<file path="src/rtl/core/tgcp_pkg.sv">
// Package of the tile grid collision probe: sizes, codes, states and
// the structs passed between the core modules. No dependencies.
package tgcp_pkg;

    // store size and tile pitch
    localparam int MAX_ROWS  = 64;
    localparam int MAX_COLS  = 64;
    localparam int TILE_SIZE = 32;

    localparam int MAX_DIM = (MAX_ROWS > MAX_COLS) ? MAX_ROWS : MAX_COLS;
    localparam int ROW_IW  = (MAX_ROWS > 1) ? $clog2(MAX_ROWS) : 1;
    localparam int COL_IW  = (MAX_COLS > 1) ? $clog2(MAX_COLS) : 1;
    localparam int IDX_W   = (MAX_DIM > 1) ? $clog2(MAX_DIM) : 1;
    localparam int DIM_W   = $clog2(MAX_DIM + 1);

    // field widths
    localparam int CMD_W      = 3;
    localparam int TILE_IW    = 6;
    localparam int COORD_W    = 13;
    localparam int SIZE_W     = 10;
    localparam int CFG_W      = 7;
    localparam int MARGIN_W   = 5;
    localparam int CFG_IDX_W  = 2;
    localparam int EDGE_OUT_W = 12;
    localparam int EDGE_MAX   = 4095;

    // edge in pixels before saturation
    localparam int EDGE_W = $clog2(MAX_DIM * TILE_SIZE + 1);

    // tile index by reciprocal multiply; exact for dividends below 2^14
    localparam int DIVD_W  = 14;
    localparam int DIV_SH  = 24;
    localparam int RECIP   = (2 ** DIV_SH + TILE_SIZE - 1) / TILE_SIZE;
    localparam int RECIP_W = $clog2(RECIP + 1);
    localparam int PROD_W  = DIVD_W + RECIP_W;

    localparam logic [CFG_IDX_W-1:0] CFG_ROWS   = 2'd0;
    localparam logic [CFG_IDX_W-1:0] CFG_COLS   = 2'd1;
    localparam logic [CFG_IDX_W-1:0] CFG_MARGIN = 2'd2;

    typedef enum logic [CMD_W-1:0] {
        CMD_WRITE = 3'd0,
        CMD_FLOOR = 3'd1,
        CMD_CEIL  = 3'd2,
        CMD_LEFT  = 3'd3,
        CMD_RIGHT = 3'd4
    } cmd_t;

    typedef enum logic [2:0] {
        ST_IDLE,
        ST_WR_RD,
        ST_WR_WB,
        ST_DIV,
        ST_SETUP,
        ST_SCAN,
        ST_DONE
    } state_t;

    typedef struct packed {
        logic [DIM_W-1:0]    eff_rows;
        logic [DIM_W-1:0]    eff_cols;
        logic [MARGIN_W-1:0] margin;
    } cfg_t;

    typedef struct packed {
        logic [ROW_IW-1:0]   rd_addr;
        logic                wr_en;
        logic [ROW_IW-1:0]   wr_addr;
        logic [MAX_COLS-1:0] wr_data;
    } mem_req_t;

    typedef struct packed {
        logic                     valid;
        logic [1:0]               tag;
        logic signed [DIVD_W-1:0] dividend;
    } div_req_t;

    typedef struct packed {
        logic                     valid;
        logic [1:0]               tag;
        logic signed [DIVD_W-1:0] quot;
    } div_rsp_t;

    typedef struct packed {
        logic                  found;
        logic [EDGE_OUT_W-1:0] edge_pos;
    } res_t;

endpackage

</file>
<file path="src/rtl/core/tgcp_seq.sv">
// Sequencer of the probe: tile writes, index computation on the shared
// unit, and the lane scans. Depends on tgcp_pkg, drives the tile store.
module tgcp_seq (
    input  logic                                 aclk,
    input  logic                                 aresetn,
    input  tgcp_pkg::cfg_t                       cfg,
    input  logic                                 s_valid,
    output logic                                 s_ready,
    input  logic [tgcp_pkg::CMD_W-1:0]           s_cmd,
    input  logic [tgcp_pkg::TILE_IW-1:0]         s_tile_row,
    input  logic [tgcp_pkg::TILE_IW-1:0]         s_tile_col,
    input  logic                                 s_solid_bit,
    input  logic signed [tgcp_pkg::COORD_W-1:0]  s_box_x,
    input  logic signed [tgcp_pkg::COORD_W-1:0]  s_box_y,
    input  logic [tgcp_pkg::SIZE_W-1:0]          s_box_w,
    input  logic [tgcp_pkg::SIZE_W-1:0]          s_box_h,
    output tgcp_pkg::mem_req_t                   mem_req,
    input  logic [tgcp_pkg::MAX_COLS-1:0]        mem_rdata,
    output tgcp_pkg::div_req_t                   div_req,
    input  tgcp_pkg::div_rsp_t                   div_rsp,
    output logic                                 res_valid,
    output tgcp_pkg::res_t                       res,
    input  logic                                 res_ready
);
    import tgcp_pkg::*;

    // slots of the index results
    localparam logic [1:0] Q_NEAR_C = 2'd0;
    localparam logic [1:0] Q_FAR_C  = 2'd1;
    localparam logic [1:0] Q_NEAR_R = 2'd2;
    localparam logic [1:0] Q_FAR_R  = 2'd3;

    state_t state_reg, state_next;

    logic [TILE_IW-1:0]         row_reg, row_next;
    logic [TILE_IW-1:0]         col_reg, col_next;
    logic                       bit_reg, bit_next;
    logic signed [COORD_W-1:0]  x_reg, x_next;
    logic signed [COORD_W-1:0]  y_reg, y_next;
    logic [SIZE_W-1:0]          w_reg, w_next;
    logic [SIZE_W-1:0]          h_reg, h_next;
    logic                       vert_reg, vert_next;
    logic                       pos_reg, pos_next;
    logic [1:0]                 cnt_reg, cnt_next;
    logic                       issued_reg, issued_next;
    logic signed [DIVD_W-1:0]   q_reg [4];
    logic signed [DIVD_W-1:0]   q_next [4];
    logic                       lane_sel_reg, lane_sel_next;
    logic [IDX_W-1:0]           lane_reg, lane_next;
    logic [IDX_W-1:0]           iss_idx_reg, iss_idx_next;
    logic                       iss_act_reg, iss_act_next;
    logic                       chk_v_reg, chk_v_next;
    logic [IDX_W-1:0]           chk_idx_reg, chk_idx_next;
    logic                       found_reg, found_next;
    logic [EDGE_W-1:0]          best_reg, best_next;

    logic signed [DIVD_W-1:0]   x_ext, y_ext, opnd;
    logic signed [DIVD_W-1:0]   lane_a, lane_b, lane_q;
    logic [DIM_W-1:0]           scan_lim, lane_lim;
    logic signed [DIVD_W-1:0]   lim_s, lim_m1, lane_lim_s;
    logic signed [DIVD_W-1:0]   start_base, start_raw, start_cl;
    logic                       lane_ok, start_ok, at_end;
    logic [IDX_W-1:0]           col_chk;
    logic                       hit_bit;
    logic [DIM_W-1:0]           edge_tiles;
    logic [EDGE_W-1:0]          edge_val;
    logic                       better;
    logic                       wr_ok;
    logic [MAX_COLS-1:0]        wr_row;

    // dividends: near and far pixel edges, far ones pulled in by the margin
    assign x_ext = DIVD_W'(x_reg);
    assign y_ext = DIVD_W'(y_reg);
    always_comb begin
        case (cnt_reg)
            Q_NEAR_C: opnd = x_ext;
            Q_FAR_C:  opnd = x_ext + DIVD_W'(w_reg) - DIVD_W'(cfg.margin);
            Q_NEAR_R: opnd = y_ext;
            Q_FAR_R:  opnd = y_ext + DIVD_W'(h_reg) - DIVD_W'(cfg.margin);
            default:  opnd = x_ext;
        endcase
    end

    // lane and start selection
    assign lane_a     = vert_reg ? q_reg[Q_NEAR_C] : q_reg[Q_NEAR_R];
    assign lane_b     = vert_reg ? q_reg[Q_FAR_C]  : q_reg[Q_FAR_R];
    assign lane_q     = lane_sel_reg ? lane_b : lane_a;
    assign scan_lim   = vert_reg ? cfg.eff_rows : cfg.eff_cols;
    assign lane_lim   = vert_reg ? cfg.eff_cols : cfg.eff_rows;
    assign lim_s      = DIVD_W'(scan_lim);
    assign lim_m1     = lim_s - DIVD_W'(1);
    assign lane_lim_s = DIVD_W'(lane_lim);
    assign start_base = vert_reg ? (pos_reg ? q_reg[Q_FAR_R] : q_reg[Q_NEAR_R])
                                 : (pos_reg ? q_reg[Q_FAR_C] : q_reg[Q_NEAR_C]);
    assign start_raw  = pos_reg ? start_base + DIVD_W'(1) : start_base - DIVD_W'(1);
    assign start_cl   = pos_reg ? ((start_raw < 0) ? '0 : start_raw)
                                : ((start_raw > lim_m1) ? lim_m1 : start_raw);
    assign lane_ok    = (lane_q >= 0) && (lane_q < lane_lim_s);
    assign start_ok   = (start_cl >= 0) && (start_cl < lim_s);

    // scan step and hit check
    assign at_end     = pos_reg ? (DIM_W'(iss_idx_reg) == scan_lim - DIM_W'(1))
                                : (iss_idx_reg == '0);
    assign col_chk    = vert_reg ? lane_reg : chk_idx_reg;
    assign hit_bit    = mem_rdata[COL_IW'(col_chk)];
    assign edge_tiles = pos_reg ? DIM_W'(chk_idx_reg) : DIM_W'(chk_idx_reg) + DIM_W'(1);
    assign edge_val   = EDGE_W'(edge_tiles) * EDGE_W'(TILE_SIZE);
    assign better     = !found_reg || (pos_reg ? (edge_val < best_reg)
                                               : (edge_val > best_reg));

    // writes beyond the store are dropped
    assign wr_ok = (int'(row_reg) < MAX_ROWS) && (int'(col_reg) < MAX_COLS);
    always_comb begin
        wr_row = mem_rdata;
        wr_row[COL_IW'(col_reg)] = bit_reg;
    end

    always_comb begin
        state_next    = state_reg;
        row_next      = row_reg;
        col_next      = col_reg;
        bit_next      = bit_reg;
        x_next        = x_reg;
        y_next        = y_reg;
        w_next        = w_reg;
        h_next        = h_reg;
        vert_next     = vert_reg;
        pos_next      = pos_reg;
        cnt_next      = cnt_reg;
        issued_next   = issued_reg;
        q_next        = q_reg;
        lane_sel_next = lane_sel_reg;
        lane_next     = lane_reg;
        iss_idx_next  = iss_idx_reg;
        iss_act_next  = iss_act_reg;
        chk_v_next    = chk_v_reg;
        chk_idx_next  = chk_idx_reg;
        found_next    = found_reg;
        best_next     = best_reg;

        s_ready          = 1'b0;
        mem_req          = '0;
        div_req.valid    = 1'b0;
        div_req.tag      = cnt_reg;
        div_req.dividend = opnd;
        res_valid        = 1'b0;
        res.found        = found_reg;
        res.edge_pos     = (int'(best_reg) > EDGE_MAX) ? EDGE_OUT_W'(EDGE_MAX)
                                                       : EDGE_OUT_W'(best_reg);

        case (state_reg)
            ST_IDLE: begin
                s_ready = 1'b1;
                if (s_valid) begin
                    row_next      = s_tile_row;
                    col_next      = s_tile_col;
                    bit_next      = s_solid_bit;
                    x_next        = s_box_x;
                    y_next        = s_box_y;
                    w_next        = s_box_w;
                    h_next        = s_box_h;
                    vert_next     = (s_cmd == CMD_FLOOR) || (s_cmd == CMD_CEIL);
                    pos_next      = (s_cmd == CMD_FLOOR) || (s_cmd == CMD_RIGHT);
                    cnt_next      = Q_NEAR_C;
                    issued_next   = 1'b0;
                    lane_sel_next = 1'b0;
                    found_next    = 1'b0;
                    best_next     = '0;
                    if (s_cmd == CMD_WRITE) begin
                        state_next = ST_WR_RD;
                    end else if (s_cmd inside {CMD_FLOOR, CMD_CEIL, CMD_LEFT, CMD_RIGHT}) begin
                        state_next = ST_DIV;
                    end
                end
            end
            ST_WR_RD: begin
                mem_req.rd_addr = ROW_IW'(row_reg);
                state_next      = ST_WR_WB;
            end
            ST_WR_WB: begin
                mem_req.wr_en   = wr_ok;
                mem_req.wr_addr = ROW_IW'(row_reg);
                mem_req.wr_data = wr_row;
                state_next      = ST_IDLE;
            end
            ST_DIV: begin
                if (!issued_reg) begin
                    div_req.valid = 1'b1;
                    cnt_next      = cnt_reg + 2'd1;
                    if (cnt_reg == Q_FAR_R) begin
                        issued_next = 1'b1;
                    end
                end
                if (div_rsp.valid) begin
                    q_next[div_rsp.tag] = div_rsp.quot;
                    if (div_rsp.tag == Q_FAR_R) begin
                        state_next = ST_SETUP;
                    end
                end
            end
            ST_SETUP: begin
                lane_next    = IDX_W'(lane_q);
                iss_idx_next = IDX_W'(start_cl);
                iss_act_next = lane_ok && start_ok;
                chk_v_next   = 1'b0;
                state_next   = ST_SCAN;
            end
            ST_SCAN: begin
                mem_req.rd_addr = vert_reg ? ROW_IW'(iss_idx_reg) : ROW_IW'(lane_reg);
                chk_v_next      = iss_act_reg;
                chk_idx_next    = iss_idx_reg;
                if (iss_act_reg) begin
                    if (at_end) begin
                        iss_act_next = 1'b0;
                    end else begin
                        iss_idx_next = pos_reg ? iss_idx_reg + IDX_W'(1)
                                               : iss_idx_reg - IDX_W'(1);
                    end
                end
                if ((chk_v_reg && hit_bit) || (!chk_v_reg && !iss_act_reg)) begin
                    if (chk_v_reg && better) begin
                        best_next = edge_val;
                    end
                    if (chk_v_reg) begin
                        found_next = 1'b1;
                    end
                    iss_act_next = 1'b0;
                    chk_v_next   = 1'b0;
                    if (!lane_sel_reg && (lane_b != lane_a)) begin
                        lane_sel_next = 1'b1;
                        state_next    = ST_SETUP;
                    end else begin
                        state_next = ST_DONE;
                    end
                end
            end
            ST_DONE: begin
                res_valid = 1'b1;
                if (res_ready) begin
                    state_next = ST_IDLE;
                end
            end
            default: begin
                state_next = ST_IDLE;
            end
        endcase
    end

    always_ff @(posedge aclk) begin
        row_reg      <= row_next;
        col_reg      <= col_next;
        bit_reg      <= bit_next;
        x_reg        <= x_next;
        y_reg        <= y_next;
        w_reg        <= w_next;
        h_reg        <= h_next;
        vert_reg     <= vert_next;
        pos_reg      <= pos_next;
        cnt_reg      <= cnt_next;
        issued_reg   <= issued_next;
        q_reg        <= q_next;
        lane_sel_reg <= lane_sel_next;
        lane_reg     <= lane_next;
        iss_idx_reg  <= iss_idx_next;
        chk_idx_reg  <= chk_idx_next;
        found_reg    <= found_next;
        best_reg     <= best_next;
    end

    always_ff @(posedge aclk) begin
        if (!aresetn) begin
            state_reg   <= ST_IDLE;
            iss_act_reg <= 1'b0;
            chk_v_reg   <= 1'b0;
        end else begin
            state_reg   <= state_next;
            iss_act_reg <= iss_act_next;
            chk_v_reg   <= chk_v_next;
        end
    end

endmodule

</file>
<file path="config.mk">
export PLATFORM = sky130hd
export DESIGN_NAME = tgcp_seq
export DESIGN_NICKNAME = d
export VERILOG_FILES = /design/src/rtl/core/tgcp_pkg.sv /design/src/rtl/core/tgcp_seq.sv
export SDC_FILE = /design/constraint.sdc
export NUM_CORES = 1
export LEC_CHECK = 0
export ABC_AREA = 1
export ABC_CLOCK_PERIOD_IN_PS = 6100
export CORE_MARGIN = 2
export CORE_UTILIZATION = 66
export DETAILED_ROUTE_END_ITERATION = 10
export DONT_BUFFER_PORTS = 1
export PLACE_DENSITY = 0.82
export SYNTH_ARGS = -nofsm -noshare
export SYNTH_HDL_FRONTEND = slang
export SYNTH_SLANG_ARGS = --single-unit
</file>
<file path="constraint.sdc">
create_clock -name aclk -period 6.1 [get_ports aclk]
set_clock_uncertainty 0.1 [all_clocks]
set_input_delay 0.305 -clock aclk [delete_from_list [all_inputs] [get_ports aclk]]
set_output_delay 0.305 -clock aclk [all_outputs]
set_load 0.05 [all_outputs]
</file>
Word-level counts from Yosys, hierarchy flattened
Cells that the tools add are included.
{ "classes": {"n_reduce_logical": 34, "eq_ne": 28, "add_sub_neg": 12, "n_mux": 68, "bitwise_logic": 1, "order_cmp": 13} }
{ "op_table": {"columns": ["cell", "count"], "rows": [
  ["$mux W14", 11],
  ["$mux W71", 1],
  ["$bwmux W64", 1],
  ["$bwmux W56", 1],
  ["$pmux W14 S4", 1],
  ["$mux W12", 3],
  ["$mux W6", 5],
  ["$add A13 B11 Y14", 2],
  ["$demux W14 S2", 1],
  ["$ge A14 B1 Y1 const B", 2],
  ["$lt A14 B8 Y1", 2],
  ["$sub A14 B5 Y14", 2],
  ["$pmux W12 S2", 1],
  ["$pmux W6 S2", 2],
  ["$ne A2 B2 Y1 const B", 11],
  ["$mux W3", 7],
  ["$mux W7", 3],
  ["$mux W1", 19],
  ["$pmux W3 S6", 1],
  ["$add A14 B2 Y14 const B", 1],
  ["$gt A14 B8 Y1", 1],
  ["$lt A14 B1 Y1 const B", 1],
  ["$lt A6 B7 Y1 const B", 2],
  ["$ne A14 B14 Y1", 1],
  ["other kinds (37)", 74]
]} }
{ "totals": {"reg_bits": 157, "in_bits": 166, "out_inout_bits": 109, "word_cells": 180} }

Logic depth before layout (Yosys ltp)
Gate-level depths: netlist (run 1).
{ "depth": {"ltp_word": 11, "mapped_depth": 42, "mapped_depth_nobuf": 38} }

Worst setup path before layout (run 1)
Ideal clock, no wire load.
{ "synth_timing": {"path_kind": "reg-to-reg", "from": "reg pos_reg", "to": "reg iss_act_reg", "setup_ns": 0.066, "slack_ns": 0.476, "arrival_time_ns": 5.458, "synth_period_minus_slack_ns": 5.624, "path_buffers": 2, "stages_incl_launch_ff": 38, "required_ns": 5.934, "path_cell_list": "edfxtp_1 -> inv_1 -> clkbuf_1 -> clkbuf_1 -> nor2_1 -> o22ai_1 -> ha_1 -> a21oi_1 -> nand2_1 -> nand2_1 -> o211ai_1 -> nand2_1 -> nand2_1 -> a21oi_1 -> xor2_1 -> inv_1 -> ha_1 -> nand2_1 -> [2 not listed] -> nor2_1 -> nand2_1 -> nand3_1 -> nand3_1 -> nor2_1 -> inv_1 -> nand2_1 -> inv_1 -> nand2_1 -> o21ai_0 -> ha_1 -> nor4_1 -> o21ai_0 -> a211oi_2 -> nand4_1 -> a21oi_1 -> nand2_1 -> a21oi_2"} }
{ "synth_via": {"elab_chain_len": 11, "elab_cells_between_ends": 20, "cone_classes": "add/sub (2); order compare (4); mux (12); reduce/logical (2)"} }
{ "synth_lines": {"columns": ["element", "line_no", "rtl"], "rows": [
  ["start, declared", "tgcp_seq.sv:43", "logic pos_reg, pos_next;"],
  ["start signal, assigned", "tgcp_seq.sv:258", "pos_reg <= pos_next;"],
  ["$mux W14 (on tied branches)", "tgcp_seq.sv:94, tgcp_seq.sv:93", null],
  ["$mux W14", "tgcp_seq.sv:93", "assign start_base = vert_reg ? (pos_reg ? q_reg[Q_FAR_R] : q_reg[Q_NEAR_R])"],
  ["$sub A14 B2 Y14 / $add A14 B2 Y14 (equally long branches)", "tgcp_seq.sv:95", "assign start_raw = pos_reg ? start_base + DIVD_W'(1) : start_base - DIVD_W'(1);"],
  ["$mux W14", "tgcp_seq.sv:95", null],
  ["$gt A14 B8 Y1 / $lt A14 B1 Y1 (equally long branches)", "tgcp_seq.sv:97, tgcp_seq.sv:96", null],
  ["$mux W14 (on tied branches)", "tgcp_seq.sv:97, tgcp_seq.sv:96", null],
  ["$mux W14", "tgcp_seq.sv:96", "assign start_cl = pos_reg ? ((start_raw < 0) ? '0 : start_raw)"],
  ["$ge A14 B1 Y1 / $lt A14 B8 Y1 (equally long branches)", "tgcp_seq.sv:99", "assign start_ok = (start_cl >= 0) && (start_cl < lim_s);"],
  ["$logic_and A1 B1 Y1", "tgcp_seq.sv:99", null],
  ["$logic_and A1 B1 Y1", "tgcp_seq.sv:204", "iss_act_next = lane_ok && start_ok;"],
  ["$pmux W1 S2 (*)", "tgcp_seq.sv:151", "case (state_reg)"],
  ["end signal, assigned", "tgcp_seq.sv:277", "iss_act_reg <= iss_act_next;"],
  ["end, declared", "tgcp_seq.sv:51", "logic iss_act_reg, iss_act_next;"]
]} }
Every way passes the cells marked *; elsewhere a longest branch is shown, timed or not.
A chain may end at the register's enable or synchronous reset.

Worst setup path after layout (run 1)
Same ends and word-level chain as after synthesis.

==> results of run 1 <==
==> stage by stage <==
step,instances,TNS [ps],setup slack (ps),instance area [um2],utilization [%]
finish,1997,0,441,14200,75.9
detailed placement,1881,0,432,12700,67.9
floorplan,1702,0,476,12600,-
global placement,1881,0,776,12700,67.9
CTS,1987,0,399,14100,75.2
global route,1997,-54.9,-54.9,14200,75.9
==> placed cells by master, fill, tap and decap left out, types with 5 or more instances in the layout <==
cell / instances
o22ai_1: 18
dfxtp_1: 5
o21ai_1: 10
inv_1: 227
nor3_1: 76
nor2_1: 227
clkinv_8: 9
clkbuf_16: 18
nand4_1: 7
nand2_1: 310
a21oi_1: 71
xor2_1: 26
conb_1: 5
edfxtp_1: 147
o21a_1: 5
nand3_1: 127
ha_1: 93
fa_1: 12
o21ai_0: 157
xnor2_1: 11
dlygate4sd3_1: 74
mux2i_1: 21
o21bai_1: 5
buf_4: 20
==> power groups by stage <==
stage	clock (mW)	sequential, mW	combinational [mW]
6_report	1.09	1.72	4.55
2_1_floorplan	0	1.65	3.53
5_1_grt	1.13	1.74	5.01
3_3_place_gp	0	1.72	4.19
4_1_cts	1.09	1.70	4.37
3_5_place_dp	0	1.73	4.30
==> final cells by class <==
type	count	area [um2]	area share, %
Multi-Input combinational cell	1245	6950	48.8
Sequential cell	152	4510	31.7
Timing Repair Buffer	97	942	6.62
Inverter	234	890	6.25
Clock buffer	17	425	2.99
Tap cell	234	293	2.06
Clock inverter	15	204	1.43
Timing Repair inverter	2	15.0	0.105
Antenna cell	1	2.50	0.0176
==> kinds of logic after synthesis <==
kind of cell | after synthesis | share of synthesized area (%)
multiplexers | 21 | 1.66
other | 1 | 0.0297
AND/OR/NAND/NOR | 776 | 25.9
adder cells (fa/ha/maj) | 106 | 11.2
XOR/XNOR | 37 | 2.57
buffers and inverters | 305 | 9.81
flip-flops | 152 | 35.7
AO/OA/AOI/OAI | 300 | 13.1
==> what timing repair did <==
item,in CTS,in global routing
endpoints found under the hold margin,119,0
gates resized for setup,0,16
endpoints found under the setup margin,0,1
setup buffers,0,6
hold buffers,74,0
==> final timing paths <==
kind | slack (ps) | cells past startpoint | endpoint
setup reg to reg | 440 | 37 | iss_act_reg
hold reg to reg | 420 | 0 | chk_idx_reg[2]
setup / recovery | 440 | 37 | iss_act_reg
hold / removal | 50 | 1 | vert_reg
==> per-layer routing <==
metal / global-route usage (%) / up-vias / part of all wire (%)
li1: - / 5786 / -
met1: 43.4 / 5678 / 36
met2: 62.9 / 716 / 47
met3: 10.5 / 181 / 10
met4: 20.5 / 0 / 6.2
met5: 0 / - / 0
==> critical path: cells and delay by family (launching register included) <==
| kind | cells | cell delay (ps) |
|---|---|---|
| buf+inv | 6 | 640 |
| flops | 1 | 540 |
| xor+xnor | 1 | 210 |
| compound gates | 7 | 930 |
| simple gates | 20 | 2290 |
| fa+ha+maj | 3 | 880 |
==> reports/qor.csv, run 1 <==
metric,value,unit
vias in the first global route,11250,
Clock Sinks,152,
GP Congestion,0.986,
via count,12361,
CORE AREA,0.0188,mm2
Syn. warnings,0,
GR Util All Layers,37.4,%
Row Count,50,
Clk pwr share,14.8,%
DR pass1 iterations,6,
share of layout cells above drive strength 1,4.94,%
status,completed,
Tcrit/Tclk final,92.8,%
asr flop ratio synth,0,%
Rel. slew slack,11.3,%
Worst-path clk slew,80,ps
LEAKAGE,6.30,nW
sequential group share of total power,23.3,%
dominant cell type by area after synthesis,edfxtp_1,
"Data arrival, critical path",5920,ps
power density over the cells,517,mW/mm2
DR WL/cell,19.7,um
die area,0.0203,mm2
R2R Path Start,pos_reg,
clk buf depth,2,
Die Width,142,um
fin crit period,5660,ps
combinational power share,61.9,%
htree depth,4,
Layout fillers,1349,
Slew @ Worst Pin,1330,ps
Final Routed Wirelength,39400,um
type of the most critical hold path,primary input to register,
first-pass GRT wire length,58500,um
largest net degree at the start of global routing,78,
post-synthesis sequential area ratio,35.7,%
Max Freq,0.177,GHz
CP endpoint kind,register,
Yosys cell types,55,
Tot Pwr,7.36,mW
Crit-path slowest cell,edfxtp_1,
Syn Std Cell Area,0.0126,mm2
Port Buf Inserts,0,
CP Data Required Time,6370,ps
clk_lat worst skew,430,ps
WS Path Type,register to register,
Crit path top cell by count,nand2_1,
worst-path maximum fanout,7,
CTS tree,built,
synth-to-layout area growth,12.7,%
clock root buffer,clkbuf_16,
CP startpoint,pos_reg,
Final Setup Violations,0,
most frequent cell after synthesis,nand2_1,
DR vias/cell,6.19,
Sw Share,55.2,%
Pint,3.30,mW
"Top FF cell, synth",edfxtp_1,
TritonCTS buffer count,17,
max-slew violations,0,
total of max-cap violations,0,
maximum VDD drop,0.298,mV
1st-iter DRT viols,1228,
I/O pins,275,
Hold Slack,45.9,ps
Initial Util,67.3,%
"FF+latch count, synth",152,
final hold violation count,0,
post-synthesis average cell area,7.44,um2
total gr overflow,0,
Die Span Y,142,um
Synth Instances,1698,
Final ANT Viol Nets,0,
Synth area leaders,"edfxtp_1 (35%), ha_1 (9.3%), nand2_1 (9.2%), nor2_1 (6.8%), inv_1 (6.8%)",
Yosys top cell area share,34.9,%
Critical Path Start Type,register,
max reg flops,56,
CP max stage delay,540,ps
DRC,0,
Hold Path Origin,s_cmd[0],
switching pwr,4.06,mW
"Net count, final",2021,
hpwl dp,28000,um
Post-synth EDFFs,147,
Post-synth top cells,"nand2_1 (310), nor2_1 (230), inv_1 (229), o21ai_0 (163), edfxtp_1 (147)",
initial antenna violation count,1,
Power figures use the tool's default switching activity.
==> run 2, diff against run 1 <==
--- a/config.mk
+++ b/config.mk
@@ -8,10 +8,11 @@
 export ABC_AREA = 1
 export ABC_CLOCK_PERIOD_IN_PS = 6100
 export CORE_MARGIN = 2
-export CORE_UTILIZATION = 66
+export CORE_UTILIZATION = 54
+export CTS_CLUSTER_DIAMETER = 200
 export DETAILED_ROUTE_END_ITERATION = 10
 export DONT_BUFFER_PORTS = 1
-export PLACE_DENSITY = 0.82
+export PLACE_DENSITY = 0.69
 export SYNTH_ARGS = -nofsm -noshare
 export SYNTH_HDL_FRONTEND = slang
 export SYNTH_SLANG_ARGS = --single-unit
==> run 2 against run 1 <==
  * Sequential power barely moved
  * Cell area rose by 0.42%
  * Sequential share of layout area down 0.13 points
  * Utilization shrank 13 points
  * Critical path depth did not move
  * Clock power hardly changed
  * Maximum frequency increased by 2.7%
  * Register-to-register slack improved by 150 ps
  * Combinational power down 2%
  * Hold slack got worse by 39 ps
  * Global-route usage fell by 7.2 points
  * Via count is 3.8% lower
==> reports/qor.csv, run 2 (synthesized netlist as in run 1, its figures left out) <==
metric,value,unit
type of the most critical hold path,primary input to register,
Layout fillers,2008,
CP Data Required Time,6370,ps
"Net count, final",2022,
total gr overflow,0,
Slew @ Worst Pin,1190,ps
Max Freq,0.181,GHz
1st-iter DRT viols,1230,
CTS tree,built,
CP max stage delay,450,ps
Rel. slew slack,20.0,%
largest net degree at the start of global routing,67,
max reg flops,56,
synth-to-layout area growth,13.2,%
Die Span Y,157,um
Port Buf Inserts,0,
DR pass1 iterations,9,
maximum VDD drop,0.260,mV
Hold Slack,7.04,ps
Final Setup Violations,0,
Post-Layout Inst Area,0.0143,mm2
Crit-path slowest cell,fa_1,
DRC,0,
CORE AREA,0.0228,mm2
DR vias/cell,5.72,
Placed Area,0.0129,mm2
worst-path maximum fanout,9,
DR WL/cell,18.2,um
Tcrit/Tclk final,90.4,%
hpwl dp,28000,um
GR Util All Layers,30.2,%
Row Count,55,
first-pass GRT wire length,57700,um
Die Width,157,um
TritonCTS buffer count,17,
GP Congestion,0.907,
Final Routed Wirelength,37900,um
fin crit period,5510,ps
worst slack at placement,437,ps
power density over the cells,507,mW/mm2
WS Path Type,register to register,
clock root buffer,clkbuf_16,
Worst-path clk slew,70,ps
share of layout cells above drive strength 1,4.65,%
vias in the first global route,10922,
via count,11888,
CP endpoint kind,register,
most frequent cells in the layout,"nand2_1 (310), inv_1 (228), nor2_1 (228), o21ai_0 (157), edfxtp_1 (147)",
area of the multi-input gates,0.00692,mm2
Crit path top cell by count,nand2_1,
initial antenna violation count,1,
Initial Util,55.5,%
Critical Path Start Type,register,
final hold violation count,0,
clk_lat worst skew,440,ps
LEAKAGE,6.31,nW
clk buf depth,2,
Tot Pwr,7.24,mW
status,completed,
htree depth,4,
worst path buffer plus inverter count,7,
post-placement cell count,1962,
"most common cell after layout, fill and taps aside",nand2_1,
Clock Sinks,152,
post-route insts no fill,2077,
setup_tns,0,ps
max-slew violations,0,
I/O pins,275,
final core occ,62.8,%
total of max-cap violations,0,
Final ANT Viol Nets,0,
setup ws final,588,ps
Register Area,0.00451,mm2
"Data arrival, critical path",5780,ps
CP top delay family,simple AND/OR/NAND/NOR gates,
die area,0.0246,mm2
run 2: changes by cell type in the layout (fill, tap and decap cells not counted), moves of 2 or more:
cell / change
a21oi_2: -2
inv_6: -2
buf_4: +3
inv_8: +2
buf_12: +2
clkinv_8: -3
a21oi_1: +2
clkinv_4: +2
run 2: repair_timing:
| item | in CTS | in global routing |
|---|---|---|
| hold endpoints to repair | 119 | 0 |
| gates resized for setup | 0 | 7 |
| hold buffers | 74 | 0 |
| setup endpoints to repair | 0 | 1 |
| buffers inserted | 0 | 8 |
run 2: layout make-up:
class / instances / share of cell area [%]
Inverter: 234 / 6.26
Timing Repair Buffer: 100 / 6.75
Clock inverter: 15 / 1.26
Clock buffer: 17 / 2.98
Sequential cell: 152 / 31.6
Antenna cell: 1 / 0.0175
Tap cell: 313 / 2.74
Multi-Input combinational cell: 1245 / 48.4
run 2: layer usage:
layer / track usage, % / routed length [um] / vias up
met4: 11.7 / 1350 / 0
met2: 51.0 / 18100 / 537
met5: 0 / 0 / -
li1: - / - / 5799
met3: 6.44 / 3210 / 86
met1: 37.8 / 15300 / 5466
run 2: path summary, 6_finish.rpt:
path,start,endpoint,slack [ps],cells past startpoint
hold reg to reg,chk_v_reg,chk_v_reg,410,2
setup reg to reg,vert_reg,iss_act_reg,590,37
setup / recovery,vert_reg,iss_act_reg,590,37
hold / removal,s_cmd[2],pos_reg,7,2
run 2: power by group:
| part | switching, mW | internal [mW] | total, mW |
|---|---|---|---|
| sequential | 0.270 | 1.43 | 1.70 |
| clock | 0.521 | 0.555 | 1.08 |
| combinational | 3.17 | 1.30 | 4.46 |
| total | 3.96 | 3.28 | 7.24 |
